$ cat config.mk
export PLATFORM = sky130hd
export DESIGN_NAME = radix_integer_to_ascii_unit
export DESIGN_NICKNAME = d
export VERILOG_FILES = /design/src/rtl/ritoa_pkg.sv /design/src/rtl/ritoa_divider.sv /design/src/rtl/ritoa_store.sv /design/src/rtl/radix_integer_to_ascii_unit.sv
export SDC_FILE = /design/constraint.sdc
export NUM_CORES = 1
export LEC_CHECK = 0
export BUFFER_PORTS_ARGS = -buffer_cell sky130_fd_sc_hd__buf_2
export CAP_MARGIN = 10
export CORE_MARGIN = 4
export CORE_UTILIZATION = 40
export DETAILED_ROUTE_END_ITERATION = 16
export SLEW_MARGIN = 20
export SYNTH_ARGS = -nofsm -noshare
export SYNTH_HDL_FRONTEND = slang
export SYNTH_SLANG_ARGS = --single-unit
$ cat constraint.sdc
create_clock -name clock -period 13.32 [get_ports clock]
set_input_delay 0.666 -clock clock [delete_from_list [all_inputs] [get_ports clock]]
set_output_delay 0.666 -clock clock [all_outputs]
set_load 0.02 [all_outputs]
$ cat src/rtl/ritoa_pkg.sv
// Types, constants and helper functions for the radix integer-to-ASCII unit.
`timescale 1ns / 1ps
package ritoa_pkg;

   localparam int DIGIT_W   = 6;
   localparam int CHAR_W    = 7;
   localparam int RADIX_W   = 6;
   // Quotient bits resolved per divider cycle.
   localparam int STEP_BITS = 4;

   typedef logic [DIGIT_W-1:0] digit_type;
   typedef logic [RADIX_W-1:0] radix_type;
   typedef logic [CHAR_W-1:0]  char_type;

   localparam radix_type RADIX_MIN   = 6'd2;
   localparam radix_type RADIX_MAX   = 6'd36;
   localparam radix_type RADIX_RESET = 6'd10;

   localparam digit_type DIGIT_TEN    = 6'd10;
   localparam char_type  ASCII_ZERO   = 7'd48;
   // 'a' minus ten, so that digit ten maps to 'a'.
   localparam char_type  ASCII_LETTER = 7'd87;

   typedef struct packed {
      logic done;
      logic quo_zero;
   } div_status_type;

   function automatic radix_type clamp_radix(radix_type r);
      radix_type c;
      if (r < RADIX_MIN) begin
         c = RADIX_MIN;
      end else if (r > RADIX_MAX) begin
         c = RADIX_MAX;
      end else begin
         c = r;
      end
      return c;
   endfunction

   function automatic char_type digit_to_ascii(digit_type d);
      char_type c;
      if (d < DIGIT_TEN) begin
         c = ASCII_ZERO + {1'b0, d};
      end else begin
         c = ASCII_LETTER + {1'b0, d};
      end
      return c;
   endfunction

endpackage

$ cat src/rtl/ritoa_divider.sv
// Iterative divider by a small radix, a few quotient bits per cycle.
`timescale 1ns / 1ps
module ritoa_divider #(
   parameter int VALUE_BITS = 32
) (
   input  logic                      clock,
   input  logic                      reset,
   input  logic                      start,
   input  logic [VALUE_BITS-1:0]     dividend,
   input  ritoa_pkg::radix_type      radix,
   output ritoa_pkg::div_status_type status,
   output logic [VALUE_BITS-1:0]     quotient,
   output ritoa_pkg::digit_type      remainder
);
   import ritoa_pkg::*;

   localparam int STEPS = (VALUE_BITS + STEP_BITS - 1) / STEP_BITS;
   localparam int PAD   = STEPS * STEP_BITS;
   localparam int CNT_W = $clog2(STEPS + 1);

   logic [PAD-1:0]   quo_ff, quo_in;
   digit_type        rem_ff, rem_in;
   logic [CNT_W-1:0] cnt_ff, cnt_in;
   logic             done_ff, done_in;

   logic [PAD-1:0]   step_quo;
   logic [DIGIT_W:0] step_part;

   // Restoring division: the dividend shifts out at the top while quotient
   // bits shift in at the bottom. The partial remainder stays below the radix.
   always_comb begin
      step_quo  = quo_ff;
      step_part = {1'b0, rem_ff};
      for (int i = 0; i < STEP_BITS; i++) begin
         step_part = {step_part[DIGIT_W-1:0], step_quo[PAD-1]};
         step_quo  = {step_quo[PAD-2:0], 1'b0};
         if (step_part >= {1'b0, radix}) begin
            step_part   = step_part - {1'b0, radix};
            step_quo[0] = 1'b1;
         end
      end
   end

   always_comb begin
      quo_in  = quo_ff;
      rem_in  = rem_ff;
      cnt_in  = cnt_ff;
      done_in = 1'b0;
      if (start) begin
         quo_in = PAD'(dividend);
         rem_in = '0;
         cnt_in = CNT_W'(STEPS);
      end else if (cnt_ff != '0) begin
         quo_in  = step_quo;
         rem_in  = step_part[DIGIT_W-1:0];
         cnt_in  = cnt_ff - CNT_W'(1);
         done_in = (cnt_ff == CNT_W'(1));
      end
   end

   always_ff @(posedge clock) begin
      if (reset) begin
         cnt_ff  <= '0;
         done_ff <= 1'b0;
      end else begin
         cnt_ff  <= cnt_in;
         done_ff <= done_in;
      end
   end

   always_ff @(posedge clock) begin
      quo_ff <= quo_in;
      rem_ff <= rem_in;
   end

   assign quotient        = quo_ff[VALUE_BITS-1:0];
   assign remainder       = rem_ff;
   assign status.done     = done_ff;
   assign status.quo_zero = (quo_ff == '0);

endmodule

$ cat src/rtl/ritoa_store.sv
// Digit memory: one write port and one registered read port.
`timescale 1ns / 1ps
module ritoa_store #(
   parameter int  MAX_DIGITS = 32,
   localparam int IDX_W      = (MAX_DIGITS > 1) ? $clog2(MAX_DIGITS) : 1
) (
   input  logic                 clock,
   input  logic                 wr_en,
   input  logic [IDX_W-1:0]     wr_addr,
   input  ritoa_pkg::digit_type wr_digit,
   input  logic [IDX_W-1:0]     rd_addr,
   output ritoa_pkg::digit_type rd_digit
);
   import ritoa_pkg::*;

   digit_type mem [MAX_DIGITS];
   digit_type rd_ff;

   always_ff @(posedge clock) begin
      if (wr_en) begin
         mem[wr_addr] <= wr_digit;
      end
   end

   always_ff @(posedge clock) begin
      rd_ff <= mem[rd_addr];
   end

   assign rd_digit = rd_ff;

endmodule

$ cat src/rtl/radix_integer_to_ascii_unit.sv
// Top level of the radix integer-to-ASCII unit: sequencer, radix register.
`timescale 1ns / 1ps
// Converts one unsigned value to its ASCII digit string in a programmable base.
// Input: raise start with req_value; the transaction is taken at a clock edge
// where start is high and busy is low. busy stays high until the last
// character has been shown.
// Output: each transaction's characters on rsp_digit_char, most significant
// first, each marked by a one-cycle rsp_valid strobe; rsp_last flags the final one.
// The receiver cannot stall, so every strobed character must be taken.
// Configuration: csr_we writes csr_wdata into the radix register (reset 10);
// values below 2 act as 2 and values above 36 act as 36. Write it only while
// busy is low.
// Sequence: each digit is one pass of the shared divider, which loads the dividend
// and then resolves quotient bits; the remainder is stored as the digit. Once the
// quotient reaches zero, the characters follow one per cycle from the first strobe,
// and busy drops in the cycle after the last strobe.
// Reset clears the sequencer and sets the radix to 10; no clearing pass.
module radix_integer_to_ascii_unit #(
   parameter int MAX_DIGITS = 32,
   parameter int VALUE_BITS = 32
) (
   input  logic                   clock,
   input  logic                   reset,
   input  logic                   start,
   output logic                   busy,
   input  logic [VALUE_BITS-1:0]  req_value,
   output logic                   rsp_valid,
   output ritoa_pkg::char_type    rsp_digit_char,
   output logic                   rsp_last,
   input  logic                   csr_we,
   input  ritoa_pkg::radix_type   csr_wdata
);
   import ritoa_pkg::*;

   localparam int CNT_W = $clog2(MAX_DIGITS + 1);
   localparam int IDX_W = (MAX_DIGITS > 1) ? $clog2(MAX_DIGITS) : 1;

   localparam logic [1:0] ST_IDLE = 2'd0;
   localparam logic [1:0] ST_DIV  = 2'd1;
   localparam logic [1:0] ST_EMIT = 2'd2;

   logic [1:0]       state_ff, state_in;
   radix_type        radix_ff;
   logic [CNT_W-1:0] count_ff, count_in;
   logic [IDX_W-1:0] ptr_ff, ptr_in;
   logic             pend_ff, pend_in;
   logic             last_ff, last_in;

   logic                  accept;
   logic                  div_start;
   logic [VALUE_BITS-1:0] div_dividend;
   div_status_type        div_status;
   logic [VALUE_BITS-1:0] div_quotient;
   digit_type             div_remainder;
   logic                  wr_en;
   logic [CNT_W-1:0]      count_after;
   digit_type             rd_digit;

   assign busy   = (state_ff != ST_IDLE) || pend_ff;
   assign accept = start && !busy;

   // Digits beyond the store depth are the most significant ones and are dropped.
   assign wr_en       = (state_ff == ST_DIV) && div_status.done &&
                        (count_ff < CNT_W'(MAX_DIGITS));
   assign count_after = wr_en ? count_ff + CNT_W'(1) : count_ff;

   assign div_start    = accept ||
                         ((state_ff == ST_DIV) && div_status.done && !div_status.quo_zero);
   assign div_dividend = (state_ff == ST_IDLE) ? req_value : div_quotient;

   always_comb begin
      state_in = state_ff;
      count_in = count_ff;
      ptr_in   = ptr_ff;
      pend_in  = 1'b0;
      last_in  = last_ff;
      case (state_ff)
         ST_IDLE: begin
            if (accept) begin
               count_in = '0;
               state_in = ST_DIV;
            end
         end
         ST_DIV: begin
            if (div_status.done) begin
               count_in = count_after;
               if (div_status.quo_zero) begin
                  ptr_in   = IDX_W'(count_after - CNT_W'(1));
                  state_in = ST_EMIT;
               end
            end
         end
         ST_EMIT: begin
            // The read issued now comes back registered, so the strobe is registered to match.
            pend_in = 1'b1;
            last_in = (ptr_ff == '0);
            if (ptr_ff == '0) begin
               state_in = ST_IDLE;
            end else begin
               ptr_in = ptr_ff - IDX_W'(1);
            end
         end
         default: begin
            state_in = ST_IDLE;
         end
      endcase
   end

   always_ff @(posedge clock) begin
      if (reset) begin
         state_ff <= ST_IDLE;
         count_ff <= '0;
         pend_ff  <= 1'b0;
         radix_ff <= RADIX_RESET;
      end else begin
         state_ff <= state_in;
         count_ff <= count_in;
         pend_ff  <= pend_in;
         if (csr_we) begin
            radix_ff <= csr_wdata;
         end
      end
   end

   always_ff @(posedge clock) begin
      ptr_ff  <= ptr_in;
      last_ff <= last_in;
   end

   ritoa_divider #(
      .VALUE_BITS (VALUE_BITS)
   ) u_divider (
      .clock     (clock),
      .reset     (reset),
      .start     (div_start),
      .dividend  (div_dividend),
      .radix     (clamp_radix(radix_ff)),
      .status    (div_status),
      .quotient  (div_quotient),
      .remainder (div_remainder)
   );

   ritoa_store #(
      .MAX_DIGITS (MAX_DIGITS)
   ) u_store (
      .clock    (clock),
      .wr_en    (wr_en),
      .wr_addr  (count_ff[IDX_W-1:0]),
      .wr_digit (div_remainder),
      .rd_addr  (ptr_ff),
      .rd_digit (rd_digit)
   );

   assign rsp_valid      = pend_ff;
   assign rsp_last       = last_ff;
   assign rsp_digit_char = digit_to_ascii(rd_digit);

endmodule

==> results.toml, run 1 <==
[status]
outcome = "complete, no violations"

[critical_path]
cpMostUsedCell = "ha_1"
cpMaxStageDelayCell = "or4b_1"
worstPathRequired_ps = 13800
criticalPathCategory = "reg2reg"
startpoint_type = "flop"
critPathArrivalTime_ps = 8640
max_stage_delay_ps = 540
cp_max_fo = 9
end_kind = "flop"

[placement]
finalWeightedCongestion = 0.773
dpl.hpwl_um = 16200
io_buffers = 51

[synthesis]
ys_top_cells_by_area = "edfxtp_1 57%, mux4_2 11%, dfxtp_1 5.3%, mux2_2 4.1%, ha_1 3.7%"
synth_top_cell_by_area = "edfxtp_1"
synth.cell_area_sq_um = 12000
synth_nets = 862
synth-seq-cells = 262
ys_warn_count = 0
synth-seq-area-share_pct = 62.8
ys_async_sr_fraction_pct = 0
synth_edf_count = 230
synth_cell_types = 63
synth.avg_cell_area_sq_um = 15.4
yosysTopAreaCellShare_pct = 57.5
synthCells = 780
ys.flop_type = "edfxtp_1"

[clock_network]
cts_setup_buffers = 0
clockBufferDepth = 3
path_clk_slew_ps = 60
hold_buffers = 0
h-tree-depth = 1
cts_tree = "done"
insertion_delay_ps = 550
numCtsBuffers = 28
clock_sinks = 262
cts_resized = 0
clockRootBuffer = "clkbuf_16"

[cells_and_area]
layout-drive-gt1-share_pct = 25.8
fillers = 2646
finish.net_count = 921
syn_to_final_growth_pct = 13.2
final_util_pct = 45.9
antenna_cells = 0

[timing]
setup_violations = 0
fmax_mhz = 123
slew_violations = 0
period_minus_slack_ps = 8160
relSlewSlack_pct = 29.5
hold_ws_ps = 343
worst_pin_slew_ps = 1060
fin_skew_ps = 20.3
hold_viol = 0
fin_setup_tns_ps = 0
grt_setup_unrepaired = "false"
period_share_pct = 61.3

[floorplan]
core_area_sq_um = 29600
io_pins = 52
start_util_pct = 40.6
rows = 63
die_y_um = 181
fp.dieArea_sq_um = 32900
fp.dieW_um = 181

[global_route]
grt_pass1_wl_um = 38200
grt_max_degree = 51
antenna_found_initial = 1
grt_remaining_overflow = 0
grt_pass1_vias = 6851
track_usage_pct = 14.5

[routing]
drt-pass1-iter-count = 4
first_iter_violations = 432
vias = 6569
drtAntennaViolNets = 0
drcViolationCount = 0
viasPerCell = 5.26
drt-total-wl_um = 24000
routedWlPerCell_um = 19.2

[pwr]
p_leak_uw = 0.00462
powerDensity_nw_per_um2 = 254
ir_drop_mv = 0.260
p_total_uw = 3460

[run]
drv_cap = 0

[hold_path]
worstHoldPathType = "in2reg"
-- logic make-up after synthesis --
logic type	share of synthesized area (%)
DFF	62.8
and+or+nand+nor	7.57
muxes	16.7
AOI/OAI and AO/OA	4.88
buffers and inverters	1.97
adders and majority gates	4.41
xor gates and xnor gates	1.68
-- path summary, 6_finish.rpt --
path                 from                      to  slack [ps]  cells after the start
max           radix_ff[3]  u_divider.remainder[2]        5160                     32
min          csr_wdata[3]             radix_ff[3]         340                      2
max reg2reg   radix_ff[3]  u_divider.remainder[2]        5160                     32
min reg2reg   count_ff[5]             count_ff[5]         500                      2
-- cells in the mapped netlist, types with 6 or more instances --
master and number:
a211oi_1 7, a21oi_1 26, clkbuf_1 25, dfxtp_1 32, edfxtp_1 230, ha_1 36, inv_1 31, mux2_2 44
mux2i_1 15, mux4_2 60, nand2_1 41, nand2b_1 10, nand3_1 9, nor2_1 71, nor2b_1 6, nor3_1 11
nor4_1 10, o21ai_0 17, xnor2_1 19
-- layout make-up --
class                           count  area, sq um  area share (%)
Clock buffer                       36          731            5.37
Inverter                           31          116           0.855
Sequential cell                   262         7550            55.5
Clock inverter                     15          151            1.11
Multi-Input combinational cell    457         4260            31.3
Tap cell                          390          488            3.59
Timing Repair Buffer               59          315            2.32
-- placed cells by master (no fill, tap or decap), types with 5 or more instances in the layout --
cell       netlist  final
buf_4            0      8
nor3_1          11     11
inv_1           31     31
a211oi_1         7      7
mux4_2          60     60
mux2i_1         15     15
nor4_1          10     10
nand2b_1        10     10
dfxtp_1         32     30
clkinv_1         0      5
clkbuf_16        0     28
o21ai_0         17     17
clkbuf_1        25      8
nor2_1          71     71
ha_1            36     36
nand3_1          9      9
a21oi_1         26     25
clkinv_2         0      5
buf_2            0     51
mux2_2          44     44
edfxtp_1       230    230
nand2_1         41     41
nor2b_1          6      6
xnor2_1         19     19
-- worst max-delay path, delay by kind of cell, from the launching register on --
family                   cells  cell delay, ps
AND/OR/NAND/NOR              9            2320
flip-flops                   1             310
adder cells (fa/ha/maj)      4            1240
buffers and inverters        1              90
multiplexers                 3            1020
AO/OA/AOI/OAI               15            3120
-- where the power goes --
part           switching [uW]  internal [uW]
Combinational             881            698
Sequential               68.3           1070
Clock                     310            428
-- state kept, by name, indices dropped and copies added, names as in the netlist --
name                 flops
u_divider.remainder      6
rsp_last                 1
u_store.rd_digit         6
u_divider.done_ff        1
u_divider.cnt_ff         4
ptr_ff                   5
radix_ff                 6
u_store.mem            192
count_ff                 6
rsp_valid                1
state_ff                 2
u_divider.quotient      32
-- through the flow --
step	setup slack, ps	instances	instance area, sq um
after global routing	4560	1250	13600
after global placement	5370	1199	12700
after CTS	5060	1250	13600
final	5160	1250	13600
after floorplan	5800	780	12000
after detailed placement	5080	1199	12700
-- routing by layer --
metal	vias to the layer above	global-route usage (%)	part of all wire, %
met4	2	3.39	2.2
met3	36	3.10	5.2
met2	145	24.0	47
met5	-	0	0.029
met1	3255	19.8	45
li1	3131	-	-
(Power assumes the default switching activity.)
==> run 2, diff against run 1 <==
==> constraint.sdc (replaced) <==
create_clock -name clock -period 7.9 [get_ports clock]
set_input_delay 0.395 -clock clock [delete_from_list [all_inputs] [get_ports clock]]
set_output_delay 0.395 -clock clock [all_outputs]
set_load 0.02 [all_outputs]
==> run 2 against run 1 <==
Against the previous run:
- first-iteration DRC count fell by 4.2%
- global-route usage increased by 0.79 points
- maximum frequency increased by 11%
- via count up 1.5%
- final cell count rose by 1.5%
- routed wire length rose by 4.6%
- utilization grew 0.57 points
- clock power is 68% higher
- clock skew is 7.8 ps lower
- register-to-register slack worse by 4600 ps
- count of clock-buffer cells in the layout fell by 2
- non-clock buffer count is 18 higher
- critical endpoint is now u_divider.quotient[0]
- highest routed layer unchanged
==> results.toml, run 2 (synthesis gave the netlist of run 1 again) <==
[cells_and_area]
layout-drive-gt1-share_pct = 28.0
finish.net_count = 940
final_util_pct = 46.5
syn_to_final_growth_pct = 14.6
fillers = 2635
final_cell_mix = "230 x edfxtp_1, 70 x nor2_1, 60 x mux4_2"
fin_area_sq_um = 13800
largest_reg_flops = 192
largest-register = "u_store.mem"
layout_commonest_cell = "edfxtp_1"

[routing]
vias = 6668
drcViolationCount = 0
top_layer = "met5"
routedWlPerCell_um = 19.8
drt-met1-wl_um = 11400
dr_wl_met2_um = 11900
drtAntennaViolNets = 0
wl_met3_um = 1360
viasPerCell = 5.25
drt-pass1-iter-count = 5
drt-total-wl_um = 25100
first_iter_violations = 414

[critical_path]
cp_max_fo = 8
max_stage_delay_ps = 410
reg2reg_depth = 34
worstPathRequired_ps = 8200
worst-path-stages = 34
critPathBufInv = 1
end_kind = "flop"
criticalPathCategory = "reg2reg"
ff2ff_setup_slack_ps = 520
cpMaxStageDelayCell = "or3_4"
critical-path-top-delay-family = "compound AO/OA/AOI/OAI gates"
critPathArrivalTime_ps = 7680
cpMostUsedCell = "ha_1"
startpoint_type = "flop"

[placement]
dpl.hpwl_um = 16700
preCtsSetupSlack_ps = -8.52
io_buffers = 51
postPlaceCellArea_sq_um = 12800
finalWeightedCongestion = 0.861

[floorplan]
io_pins = 52
rows = 63
core_area_sq_um = 29600
fp.dieW_um = 181
fp.dieArea_sq_um = 32900
start_util_pct = 40.6
die_y_um = 181

[timing]
postLayoutSetupSlackWorst_ps = 519
setup_violations = 0
fin_skew_ps = 12.4
period_share_pct = 93.4
slew_violations = 0
hold_viol = 0
fin_setup_tns_ps = 0
relSlewSlack_pct = 29.6
worst_pin_slew_ps = 1050
fmax_mhz = 135
period_minus_slack_ps = 7380

[global_route]
grt_pass1_wl_um = 39400
track_usage_pct = 15.3
grt_max_degree = 51
grt_pass1_vias = 6826
grt_remaining_overflow = 0
antenna_found_initial = 2

[status]
outcome = "complete, no violations"

[clock_network]
numCtsBuffers = 29
clockBufferDepth = 3
cts_tree = "done"
hold_buffers = 0
path_clk_slew_ps = 60
h-tree-depth = 1
insertion_delay_ps = 550
clock_sinks = 262
clockRootBuffer = "clkbuf_16"

[hold_path]
worstHoldPathType = "in2reg"
hold_depth = 2

[run]
drv_cap = 0

[pwr]
p_leak_uw = 0.00472
powerDensity_nw_per_um2 = 443
ir_drop_mv = 0.804
[run 2: changes by cell type in the layout (fill, tap and decap cells not counted), sizes merged]
cell	delta
buf	+18
inv	+3
clkbuf	-2
bufinv	-1
clkinv	-1
clkinvlp	+1
diode	+1
[run 2: worst paths after layout]
kind                start                     to
max           radix_ff[3]  u_divider.quotient[0]
min          csr_wdata[1]            radix_ff[1]
max reg2reg   radix_ff[3]  u_divider.quotient[0]
min reg2reg   count_ff[5]            count_ff[5]
[run 2: what timing repair did]
item	in CTS	in global routing
setup buffers	0	10
hold endpoints to repair	0	0
pin swaps	0	7
endpoints found under the setup margin	1	7
resized for setup	3	7
[run 2: layout make-up]
type	count	area (sq um)	share of cell area, %
Sequential cell	262	7550	54.8
Timing Repair Buffer	77	450	3.27
Antenna cell	1	2.50	0.0182
Tap cell	390	488	3.54
Multi-Input combinational cell	457	4290	31.1
Inverter	31	116	0.844
Clock inverter	17	130	0.944
Clock buffer	34	754	5.47
[run 2: stage by stage]
stage | hold slack, ps | std cells | power (uW)
2_1_floorplan | 461 | 780 | 4060
3_3_place_gp | 486 | 1207 | 4570
3_5_place_dp | 495 | 1207 | 4600
4_1_cts | 47.5 | 1258 | 5890
5_1_grt | 61.8 | 1268 | 6560
6_report | 73.7 | 1269 | 6100
[run 2: power breakdown]
part	total, uW	switching (uW)	internal, uW
sequential	1880	77.5	1810
clock	1240	529	716
combinational	2980	1540	1430
[run 2: routing by layer]
layer	track usage, %	vias up
li1	-	3174
met1	21.8	3298
met2	24.5	156
met5	0	-
met3	3.04	38
met4	3.27	2
